$ cat src/hw/rtl/mpvm_pkg.sv
`timescale 1ns / 1ps

package mpvm_pkg;

	localparam int CFG_IDX_W  = 3;
	localparam int CFG_DATA_W = 16;

	// configuration register indexes
	localparam logic [CFG_IDX_W-1:0] REG_PUSHER_MASK = 3'd0;
	localparam logic [CFG_IDX_W-1:0] REG_LIFT_MASK   = 3'd1;
	localparam logic [CFG_IDX_W-1:0] REG_PUSHER_CRIT = 3'd2;
	localparam logic [CFG_IDX_W-1:0] REG_PUSHER_WARN = 3'd3;
	localparam logic [CFG_IDX_W-1:0] REG_LIFT_CRIT   = 3'd4;
	localparam logic [CFG_IDX_W-1:0] REG_LIFT_WARN   = 3'd5;
	localparam logic [CFG_IDX_W-1:0] REG_ALPHA       = 3'd6;

	localparam logic [15:0] ALPHA_RESET = 16'd6554;

	// load status codes
	localparam logic [1:0] ST_INACTIVE = 2'd0;
	localparam logic [1:0] ST_NOMINAL  = 2'd1;
	localparam logic [1:0] ST_WARNING  = 2'd2;
	localparam logic [1:0] ST_CRITICAL = 2'd3;

	localparam logic [11:0] PWM_MIN = 12'd1000;
	localparam logic [11:0] PWM_MAX = 12'd2000;

	// floor(p / 1000) for p < 2^26 is (p * INT_RECIP) >> 36, low by at most one
	localparam int          DIV_CONST   = 1000;
	localparam int          INT_SHIFT   = 36;
	localparam logic [26:0] INT_RECIP   = 27'd68719476;
	// floor(t / 10) for t < 2^18 is exactly (t * CV_RECIP) >> 20
	localparam logic [16:0] CV_RECIP    = 17'd104858;
	localparam int          CV_SHIFT    = 20;
	localparam logic [15:0] CV_MAX      = 16'd6554;

	typedef struct packed {
		logic [2:0]  motor_index;
		logic [11:0] pwm_us;
		logic        pwm_valid;
		logic [15:0] battery_mv;
		logic        battery_valid;
	} mpvm_in_t;

	typedef struct packed {
		logic [2:0]         motor_id;
		logic signed [15:0] voltage_cv;
		logic [1:0]         load_status;
	} mpvm_out_t;

endpackage

$ cat src/hw/rtl/motor_phase_voltage_monitor_top.sv
`timescale 1ns / 1ps

// Per-motor phase voltage monitor. Each input beat carries one motor's PWM command
// and the battery reading; the block clamps the PWM to 1000..2000 us, forms the
// phase voltage battery_mv * duty in unsigned Q16.F millivolts, runs it through
// that motor's first-order low-pass filter (y += alpha * (x - y), alpha in Q0.16
// from the filter_alpha register) and returns one result beat with the filtered
// voltage in centivolts (rounded half up) and a load status graded against the
// class thresholds picked by the pusher and lift masks (pusher wins, a zero
// threshold is off). Items that are invalid, have zero duty or battery, name a
// motor beyond NUM_MOTORS or fall in neither mask return status inactive with zero
// voltage and leave the filter alone. Filter state lives in a single-port
// synchronous RAM, one word per motor, with a reset-cleared valid bit per word, so
// no clearing pass is needed. The sequencer walks each item through a shared
// datapath one arithmetic step per cycle (product, divide by 1000 in two
// reciprocal passes, filter difference, split alpha multiply, sum, write-back,
// output scaling), and it takes the next beat only after the write-back, once the
// result has entered the output register. A stalled output holds the result in
// the output register and adds the stall cycles. Configuration writes take effect
// at once and must be made while no item is in flight.
module motor_phase_voltage_monitor_top #(
	parameter int NUM_MOTORS       = 8,
	parameter int FILTER_FRAC_BITS = 16
) (
	input  logic                              clk,
	input  logic                              arst_n,
	input  logic                              in_valid,
	output logic                              in_ready,
	input  mpvm_pkg::mpvm_in_t                in_data,
	output logic                              out_valid,
	input  logic                              out_ready,
	output mpvm_pkg::mpvm_out_t               out_data,
	input  logic                              cfg_wr_en,
	input  logic [mpvm_pkg::CFG_IDX_W-1:0]    cfg_index,
	input  logic [mpvm_pkg::CFG_DATA_W-1:0]   cfg_wdata
);
	import mpvm_pkg::*;

	localparam int F   = FILTER_FRAC_BITS;
	localparam int YW  = 16 + F;                 // filter word width, Q16.F
	localparam int AW  = (NUM_MOTORS > 1) ? $clog2(NUM_MOTORS) : 1;
	localparam int LW  = YW / 2;                 // low slice of the alpha multiply
	localparam int HW  = YW - LW;                // high slice
	localparam int PW  = 16 + YW;                // alpha * difference width
	localparam int RW  = F + 1;                  // fractional reciprocal width
	localparam int FMW = F + 11;                 // fractional product width
	// floor(r * 2^F / 1000) for r < 1000 is (r * FRAC_RECIP) >> 10, low by at most one
	localparam logic [RW-1:0] FRAC_RECIP = RW'((64'd1 << (F + 10)) / 64'd1000);

	typedef enum logic [3:0] {
		IDLE, PROD, QEST, QFIX, FEST, FFIX, DIFF, SCALE, SUM, UPDATE, RESULT
	} state_t;

	state_t state_q;

	// Configuration registers
	logic [7:0]  pusher_mask_q, lift_mask_q;
	logic [15:0] pusher_crit_q, pusher_warn_q, lift_crit_q, lift_warn_q, alpha_q;

	always_ff @(posedge clk or negedge arst_n) begin
		if (!arst_n) begin
			pusher_mask_q <= '0;
			lift_mask_q   <= '0;
			pusher_crit_q <= '0;
			pusher_warn_q <= '0;
			lift_crit_q   <= '0;
			lift_warn_q   <= '0;
			alpha_q       <= ALPHA_RESET;
		end else if (cfg_wr_en) begin
			unique case (cfg_index)
				REG_PUSHER_MASK: pusher_mask_q <= cfg_wdata[7:0];
				REG_LIFT_MASK:   lift_mask_q   <= cfg_wdata[7:0];
				REG_PUSHER_CRIT: pusher_crit_q <= cfg_wdata;
				REG_PUSHER_WARN: pusher_warn_q <= cfg_wdata;
				REG_LIFT_CRIT:   lift_crit_q   <= cfg_wdata;
				REG_LIFT_WARN:   lift_warn_q   <= cfg_wdata;
				REG_ALPHA:       alpha_q       <= cfg_wdata;
				default: ;  // drop writes beyond the register list
			endcase
		end
	end

	// Input decode: clamp the PWM, find the duty and decide whether the item is live
	logic          accept;
	logic [11:0]   pwm_clamped;
	logic [9:0]    duty_in;
	logic          in_range, class_hit, active_in;
	logic [AW+2:0] idx_wide;
	logic [AW-1:0] addr_in;

	assign in_ready = (state_q == IDLE);
	assign accept   = in_valid && in_ready;

	always_comb begin
		if (in_data.pwm_us < PWM_MIN) begin
			pwm_clamped = PWM_MIN;
		end else if (in_data.pwm_us > PWM_MAX) begin
			pwm_clamped = PWM_MAX;
		end else begin
			pwm_clamped = in_data.pwm_us;
		end
		duty_in   = 10'(pwm_clamped - PWM_MIN);
		in_range  = (32'(in_data.motor_index) < NUM_MOTORS);
		class_hit = pusher_mask_q[in_data.motor_index] | lift_mask_q[in_data.motor_index];
		active_in = in_data.pwm_valid && in_data.battery_valid && (in_data.battery_mv != '0)
			&& in_range && (duty_in != '0) && class_hit;
		idx_wide  = (AW + 3)'(in_data.motor_index);
		addr_in   = idx_wide[AW-1:0];
	end

	// Item registers and datapath
	logic [2:0]      idx_q;
	logic [AW-1:0]   addr_q;
	logic [15:0]     bat_q;
	logic [9:0]      duty_q;
	logic            active_q;
	logic [25:0]     prod_q;
	logic [15:0]     qest_q, qint_q;
	logic [9:0]      rem_q;
	logic [F-1:0]    fest_q;
	logic [YW-1:0]   x_q, y_q, d_q, ynew_q;
	logic            neg_q;
	logic [16+LW-1:0] plo_q;
	logic [16+HW-1:0] phi_q;
	logic [PW-1:0]   acc_q;

	// Filter memory and the valid bit of each word
	logic [YW-1:0]         mem [NUM_MOTORS];
	logic [YW-1:0]         rd_data_q;
	logic                  rd_vld_q;
	logic [NUM_MOTORS-1:0] vld_q;
	logic                  mem_we;

	logic [25:0]     prod_c;
	logic [52:0]     qmul_c;
	logic [26:0]     qrem_c;
	logic [FMW-1:0]  fmul_c, frem_c;
	logic [F-1:0]    frac_c;
	logic [YW-1:0]   y_cur_c, step_c, ynew_c;
	logic [PW-1:0]   acc_c;

	always_comb begin
		prod_c  = 26'(bat_q) * 26'(duty_q);
		qmul_c  = 53'(prod_q) * 53'(INT_RECIP);
		qrem_c  = 27'(prod_q) - (27'(qest_q) * 27'(DIV_CONST));
		fmul_c  = FMW'(rem_q) * FMW'(FRAC_RECIP);
		frem_c  = (FMW'(rem_q) << F) - (FMW'(fest_q) * FMW'(DIV_CONST));
		frac_c  = (frem_c >= FMW'(DIV_CONST)) ? fest_q + F'(1) : fest_q;
		y_cur_c = rd_vld_q ? rd_data_q : '0;
		acc_c   = (PW'(phi_q) << LW) + PW'(plo_q) + (neg_q ? PW'(16'hFFFF) : '0);
		step_c  = acc_q[PW-1:16];
		ynew_c  = neg_q ? y_q - step_c : y_q + step_c;
	end

	assign mem_we = (state_q == UPDATE) && active_q;

	always_ff @(posedge clk) begin
		if (mem_we) begin
			mem[addr_q] <= ynew_c;
		end
		if (accept) begin
			rd_data_q <= mem[addr_in];
		end
	end

	always_ff @(posedge clk or negedge arst_n) begin
		if (!arst_n) begin
			vld_q <= '0;
		end else if (mem_we) begin
			vld_q[addr_q] <= 1'b1;
		end
	end

	always_ff @(posedge clk) begin
		if (accept) begin
			idx_q    <= in_data.motor_index;
			addr_q   <= addr_in;
			bat_q    <= in_data.battery_mv;
			duty_q   <= duty_in;
			active_q <= active_in;
			rd_vld_q <= vld_q[addr_in];
		end
		unique case (state_q)
			PROD: prod_q <= prod_c;
			QEST: qest_q <= qmul_c[INT_SHIFT+15:INT_SHIFT];
			QFIX: begin
				// estimate is low by at most one: fix it with one compare
				if (qrem_c >= 27'(DIV_CONST)) begin
					qint_q <= qest_q + 16'd1;
					rem_q  <= 10'(qrem_c - 27'(DIV_CONST));
				end else begin
					qint_q <= qest_q;
					rem_q  <= qrem_c[9:0];
				end
			end
			FEST: fest_q <= fmul_c[F+9:10];
			FFIX: x_q <= {qint_q, frac_c};
			DIFF: begin
				y_q   <= y_cur_c;
				neg_q <= (x_q < y_cur_c);
				d_q   <= (x_q < y_cur_c) ? y_cur_c - x_q : x_q - y_cur_c;
			end
			SCALE: begin
				plo_q <= (16 + LW)'(alpha_q) * (16 + LW)'(d_q[LW-1:0]);
				phi_q <= (16 + HW)'(alpha_q) * (16 + HW)'(d_q[YW-1:LW]);
			end
			SUM:    acc_q  <= acc_c;
			UPDATE: ynew_q <= ynew_c;
			default: ;
		endcase
	end

	// Output scaling and grading
	logic [16:0] cv_t_c;
	logic [33:0] cv_mul_c;
	logic [15:0] y_mv_c, crit_c, warn_c;
	logic [1:0]  status_c;
	mpvm_out_t   result_c;

	always_comb begin
		y_mv_c   = ynew_q[YW-1:F];
		cv_t_c   = 17'(y_mv_c) + 17'd5;
		cv_mul_c = 34'(cv_t_c) * 34'(CV_RECIP);
		if (pusher_mask_q[idx_q]) begin
			crit_c = pusher_crit_q;
			warn_c = pusher_warn_q;
		end else begin
			crit_c = lift_crit_q;
			warn_c = lift_warn_q;
		end
		priority if ((crit_c != '0) && (y_mv_c >= crit_c)) begin
			status_c = ST_CRITICAL;
		end else if ((warn_c != '0) && (y_mv_c >= warn_c)) begin
			status_c = ST_WARNING;
		end else begin
			status_c = ST_NOMINAL;
		end
		result_c.motor_id = idx_q;
		if (active_q) begin
			result_c.voltage_cv  = 16'(cv_mul_c[33:CV_SHIFT]);
			result_c.load_status = status_c;
		end else begin
			result_c.voltage_cv  = '0;
			result_c.load_status = ST_INACTIVE;
		end
	end

	// Sequencer and output register
	logic      out_valid_q;
	mpvm_out_t out_data_q;
	logic      out_load;

	assign out_load  = (state_q == RESULT) && (!out_valid_q || out_ready);
	assign out_valid = out_valid_q;
	assign out_data  = out_data_q;

	always_ff @(posedge clk or negedge arst_n) begin
		if (!arst_n) begin
			state_q     <= IDLE;
			out_valid_q <= 1'b0;
			out_data_q  <= '0;
		end else begin
			// load a fresh result, or drop the beat once it is taken
			if (out_load) begin
				out_valid_q <= 1'b1;
				out_data_q  <= result_c;
			end else if (out_valid_q && out_ready) begin
				out_valid_q <= 1'b0;
			end
			unique case (state_q)
				IDLE:   if (accept) state_q <= PROD;
				PROD:   state_q <= QEST;
				QEST:   state_q <= QFIX;
				QFIX:   state_q <= FEST;
				FEST:   state_q <= FFIX;
				FFIX:   state_q <= DIFF;
				DIFF:   state_q <= SCALE;
				SCALE:  state_q <= SUM;
				SUM:    state_q <= UPDATE;
				UPDATE: state_q <= RESULT;
				RESULT: begin
					// hold until the output register is free
					if (out_load) begin
						state_q <= IDLE;
					end
				end
			endcase
		end
	end

	a_busy_after_accept: assert property (@(posedge clk) disable iff (!arst_n)
		accept |=> !in_ready)
		else $error("input taken while an item is in flight");

	a_inactive_zero: assert property (@(posedge clk) disable iff (!arst_n)
		out_valid_q && (out_data_q.load_status == ST_INACTIVE) |-> out_data_q.voltage_cv == '0)
		else $error("inactive result with nonzero voltage");

	a_cv_range: assert property (@(posedge clk) disable iff (!arst_n)
		out_valid_q |-> (out_data_q.voltage_cv >= 16'sd0) && (out_data_q.voltage_cv <= $signed(CV_MAX)))
		else $error("filtered voltage out of range");

	a_write_live: assert property (@(posedge clk) disable iff (!arst_n)
		mem_we |-> active_q && (32'(idx_q) < NUM_MOTORS))
		else $error("filter written for an inactive item");

	a_result_id: assert property (@(posedge clk) disable iff (!arst_n)
		out_load |=> out_valid_q && (out_data_q.motor_id == $past(idx_q)))
		else $error("result beat lost or tagged with the wrong motor");

endmodule
$ cat config.mk
export PLATFORM = sky130hd
export DESIGN_NAME = motor_phase_voltage_monitor_top
export DESIGN_NICKNAME = d
export VERILOG_FILES = /design/src/hw/rtl/mpvm_pkg.sv /design/src/hw/rtl/motor_phase_voltage_monitor_top.sv
export SDC_FILE = /design/constraint.sdc
export NUM_CORES = 2
export LEC_CHECK = 0
export ABC_AREA = 1
export BUFFER_PORTS_ARGS = -buffer_cell sky130_fd_sc_hd__buf_2
export CORE_AREA = 4 4 352 441
export CTS_CLUSTER_DIAMETER = 50
export DETAILED_ROUTE_END_ITERATION = 12
export DIE_AREA = 0 0 356 445
export PLACE_DENSITY = 0.72
export SLEW_MARGIN = 40
export SYNTH_ARGS = -nofsm -noshare
export SYNTH_HDL_FRONTEND = slang
export SYNTH_SLANG_ARGS = --single-unit
$ cat constraint.sdc
create_clock -name clk -period 14.63 [get_ports clk]
set_input_delay 4.389 -clock clk [delete_from_list [all_inputs] [get_ports clk]]
set_output_delay 4.389 -clock clk [all_outputs]
set_load 0.01 [all_outputs]
# After elaboration in Yosys (flattened, before gate mapping)
# Memory sizes are Yosys's and may differ from the RTL's. A register that Yosys moved wholly into a read port is not among the register bits.
# Cells that the tools add are included.
# totals
register_bits	486
latchBits	0
ram_bits	256
mem_bits_ro	0
input_bits	57
out_inout_bits	23
wordCells	142
mem_count	1
# memory_table
name	words	word_bits	read_ports	rd_ports_with_merged_regs	wr	line	source
mem	8	32	1	1	1	motor_phase_voltage_monitor_top.sv:128	logic [YW-1:0] mem [NUM_MOTORS];
# op_classes
addsub	13
n_mul	8
div_mod_pow	0
order_cmp	10
eq_ne	18
shifts	0
mux	31
bitwise_logic	2
reduce_logical	28
# op_table
op	n
$mux W16	6
$mux W32	3
$sub A32 B32 Y32	3
$mul A16 B16 Y32	2
$ge A27 B10 Y1 const B	2
$sub A26 B26 Y27	2
$mul A26 B25 Y50 const B	1
$add A48 B16 Y48	1
$add A48 B32 Y48	1
$reduce_bool A16 Y1	3
$mul A16 B7 Y23 const B	2
$pmux W4 S11	1
$mul A17 B16 Y33 const B	1
$add A16 B1 Y16 const B	2
$add A32 B32 Y32	1
$ge A16 B16 Y1	2
$lt A32 B32 Y1	1
$mux W10	3
$mul A16 B10 Y26	1
$mul A10 B15 Y24 const B	1
$sub A10 B10 Y10 const B	2
$add A16 B3 Y17 const B	1
$eq A4 B3 Y1 const B	4
$reduce_and A2 Y1	8
other kinds (26)	56

# Depth between registers and ports, before layout
# depth
word_depth	8
depth_mapped	39
mapped_depth_nobuf	37

# Worst setup path before layout
# No wires, ideal clock.
# synth_timing
path_type	input-to-reg
startpoint	input in_valid
endpoint	register active_q (enable)
setup_ns	0.562
t_arrival_ns	8.725
required_time_ns	14.068
path_slack_ns	5.343
stages	2
path_buffers	0
cell_sequence	inv_1 nor3_1
# synth_between
elab_chain_len	1
# synth_lines
item	line	source
start, declared	motor_phase_voltage_monitor_top.sv:27	input logic in_valid,
$logic_and A1 B1 Y1	motor_phase_voltage_monitor_top.sv:92	assign accept = in_valid && in_ready;
named net accept	motor_phase_voltage_monitor_top.sv:84	logic accept;
end signal, assigned	motor_phase_voltage_monitor_top.sv:180	active_q <= active_in;
end, declared	motor_phase_voltage_monitor_top.sv:116	logic active_q;
# The timed path passes the listed nets, and every way through them passes these cells.
# A chain may end at the register's enable or synchronous reset.

# Final worst setup path
# layout_timing
startpoint	register qest_q[3]
endpoint	register rem_q[3] (data pin)
# layout_between
elab_chain_len	4
# layout_lines
item	line	source
start, declared	motor_phase_voltage_monitor_top.sv:118	logic [15:0] qest_q, qint_q;
start signal, assigned	motor_phase_voltage_monitor_top.sv:185	QEST: qest_q <= qmul_c[INT_SHIFT+15:INT_SHIFT];
$mul A16 B7 Y23	motor_phase_voltage_monitor_top.sv:145	qrem_c = 27'(prod_q) - (27'(qest_q) * 27'(DIV_CONST));
$sub A26 B26 Y27	motor_phase_voltage_monitor_top.sv:145	
$ge A27 B10 Y1	motor_phase_voltage_monitor_top.sv:188	if (qrem_c >= 27'(DIV_CONST)) begin
$mux W10	motor_phase_voltage_monitor_top.sv:188	
end signal, assigned	motor_phase_voltage_monitor_top.sv:190	rem_q <= 10'(qrem_c - 27'(DIV_CONST));
end signal, assigned	motor_phase_voltage_monitor_top.sv:193	rem_q <= qrem_c[9:0];
end, declared	motor_phase_voltage_monitor_top.sv:119	logic [9:0] rem_q;
# Every way passes these cells.

==> key figures <==
Clocking
  • CTS Buffer Depth: 3
  • Post-CTS Resized: 0
  • H-tree lvl count: 3
  • Clock root buffer master: clkbuf_16
  • CTS clk-pin slew, worst paths: 0.06 ns
  • Cts bufs inserted: 91
  • Post-CTS setup buffer count: 0
  • Worst skew pair latency: 0.76 ns
  • # hold bufs at CTS: 0
  • CTS tree: yes
  • Clock sink count: 740

Cells and area
  • NumNets Final: 11,300
  • Util after Layout: 0.583
  • Final Instance Area: 88,300 um^2
  • Area of the multi-input gates: 52,500 um^2
  • Layout area overhead: 6.79%
  • Filler Cell Count: 13,200
  • Layout cell share with drive strength beyond 1: 0.0412
  • Reg area: 21,600 um^2

Run status
  • Status: complete, no violations

Yosys
  • Simple-Gate Fraction of Synth Area: 0.135
  • Syn Area/Cell: 8.85 um^2
  • Yosys reg bits: 740
  • Ys flop type: edfxtp_1
  • Xor/xnor share of the synthesized area: 0.0342
  • Post-synthesis cell type count: 70
  • Number of synthesized flops with an enable pin: 612
  • Cell count after synthesis: 9,347
  • Largest family of logic cells by synthesized area: adder cells
  • Proportion of synthesized chip area in sequential cells: 0.261
  • Mux cell area share after synthesis: 0.00339
  • Synth Area in Adders: 0.376
  • Synth Area in Compound Gates: 0.0846
  • YS warnings: 0
  • Async set or reset register ratio after synthesis: 0.173
  • Mapped Area: between 80,000 and 90,000 um^2

STA
  • Crit share post-route: 0.531
  • Crit path time final: 7.76 ns
  • Slew of the pin with the lowest slew margin: 0.926 ns
  • # setup viols final: 0
  • Setup TNS: 0 ns
  • Clock skew: just over 0.08 ns
  • Fmax: 0.129 GHz
  • Worst hold margin: about 0.46 ns
  • Slew margin rel.: 0.381
  • Slew Viols, Final: 0
  • Final hold violation count: 0
  • RSZ-0062 raised after global routing: no

Worst setup path
  • Worst path slowest cell: fa_1
  • Worst reg-to-reg path cell count: 30
  • WP data required: approximately 15 ns
  • Reg2reg setup slack: 6.87 ns
  • Critical Path Max Stage Delay: 0.52 ns
  • Critical path class: flip-flop to flip-flop
  • CP arrival: 8.20 ns
  • Max FO, Critical Path: 24
  • Worst setup EP type: flip-flop
  • Reg2reg end: rem_q[3]
  • Crit path from: qest_q[3]
  • Worst Setup Start Kind: flip-flop
  • Worst r2r src: qest_q[3]

Floorplan
  • Row count: 160
  • Core ar.: 151,000 um^2
  • Chip Width: ~360 um
  • Die area: about 160,000 um^2
  • Ports: 80
  • Die Ht: 445 um
  • Starting density of the core: 0.546

Hold path
  • Min-Delay Endpoint: vld_q[2]
  • Min-Delay Startpoint: vld_q[2]
  • Hold Path Class: flip-flop to flip-flop
  • Hold path cells: 2

Route
  • First-pass iteration count of the detailed router: 6
  • Vias per cell: 5.51
  • Post-DR wirelength/cell: 19.3 um
  • Number of remaining DRC errors: 0
  • Antenna-violating nets left: 0
  • Vias: 62,800
  • Final Routed Wirelength: 221 mm
  • Starting DRC count in detailed routing: ~4,500

Global route
  • GRT overflow: 0
  • Pin count of the biggest net entering global routing: 77
  • Initial antenna violation count: 6
  • Global-route wire length before repair: ~350 mm
  • Vias in the first global route: 65,700
  • Total GRT Usage: 0.282

Job
  • Max Cap Violations: 0

Placed design
  • Placed Area: ~85,000 um^2
  • I/O Buffers: 77
  • GP Congestion: around 0.99
  • HPWL Detailed: 175 mm
[flip-flops by register name, summed over array words and instances (netlist names), 10 cells and up]
name	cells
acc_q	32
alpha_q	16
bat_q	16
d_q	32
duty_q	10
fest_q	16
lift_crit_q	16
lift_warn_q	16
mem	256
out_data	19
phi_q	32
plo_q	32
prod_q	26
pusher_crit_q	16
pusher_warn_q	16
qest_q	16
qint_q	16
rd_data_q	32
rem_q	10
x_q	32
y_q	32
ynew_q	16
[cell families after synthesis]
| logic type | count (synthesis) |
|---|---|
| flip-flops | 740 |
| other | 1 |
| AO/OA/AOI/OAI | 1258 |
| adder cells (fa/ha/maj) | 1943 |
| XOR/XNOR | 323 |
| multiplexers | 28 |
| buffers and inverters | 2320 |
| AND/OR/NAND/NOR | 2734 |
[area by class of cell]
cell class | instances | share of cell area
multi-input cells | 6288 | 0.595
flip-flops and latches | 740 | 0.245
inverters | 2056 | 0.0874
well taps | 2025 | 0.0287
clock buffers | 113 | 0.0268
repair buffers | 131 | 0.00944
clock inverters | 57 | 0.00767
diodes | 4 | 0.000113
[how the worst max path moves through the flow]
stage | to
after CTS | rem_q[3]
after detailed placement | qint_q[9]
after global placement | qint_q[4]
after global routing | rem_q[3]
final | rem_q[3]
after floorplan | active_q
[Yosys cell counts (all sizes together), types with 121 or more instances]
library cell / n / area share
nand2: 1732 / 0.079
edfxtp: 612 / 0.22
ha: 1042 / 0.16
dfrtp: 121 / 0.037
fa: 901 / 0.22
o21ai: 488 / 0.030
nand3: 204 / 0.013
xor2: 207 / 0.022
clkbuf: 239 / 0.011
inv: 2054 / 0.093
a21oi: 466 / 0.028
nor2: 610 / 0.028
[stage by stage]
stage,std cells,worst slack (ns)
5_1_grt,11400,6.20
3_3_place_gp,11200,6.97
6_report,11400,6.87
2_1_floorplan,9348,5.34
4_1_cts,11400,6.90
3_5_place_dp,11200,6.94
[critical path: cells and delay by family (launching register included)]
family	cells	cell delay (ns)
DFF	1	0.47
buffers and inverters	2	0.30
xor gates and xnor gates	2	0.31
and+or+nand+nor	11	1.91
adders and majority gates	6	2.64
AOI/OAI and AO/OA	9	1.80
[layer usage]
metal / part of all wire / wire (um) / vias to the layer above / GRT usage
met5: 0.000059 / 13 / - / 0
met4: 0.053 / 11600 / 2 / 0.131
met3: 0.052 / 11500 / 506 / 0.0316
met2: 0.51 / 113000 / 1973 / 0.506
met1: 0.39 / 85000 / 30900 / 0.340
li1: - / - / 29500 / -
[cell usage in the layout, fill, tap and decap left out, types with 65 or more instances in the layout]
| cell type | count |
|---|---|
| nand4_1 | 65 |
| edfxtp_1 | 612 |
| xnor2_1 | 111 |
| nand3_1 | 192 |
| fa_1 | 901 |
| ha_1 | 1042 |
| a31oi_1 | 84 |
| inv_1 | 2045 |
| xor2_1 | 195 |
| dfrtp_1 | 121 |
| nor2_1 | 587 |
| o21ai_0 | 470 |
| nand2_1 | 1710 |
| buf_2 | 75 |
| clkbuf_16 | 91 |
| a21oi_1 | 465 |
Power is not shown: default switching activity piles up to over one toggle a cycle in this logic, so the estimate is an artifact.
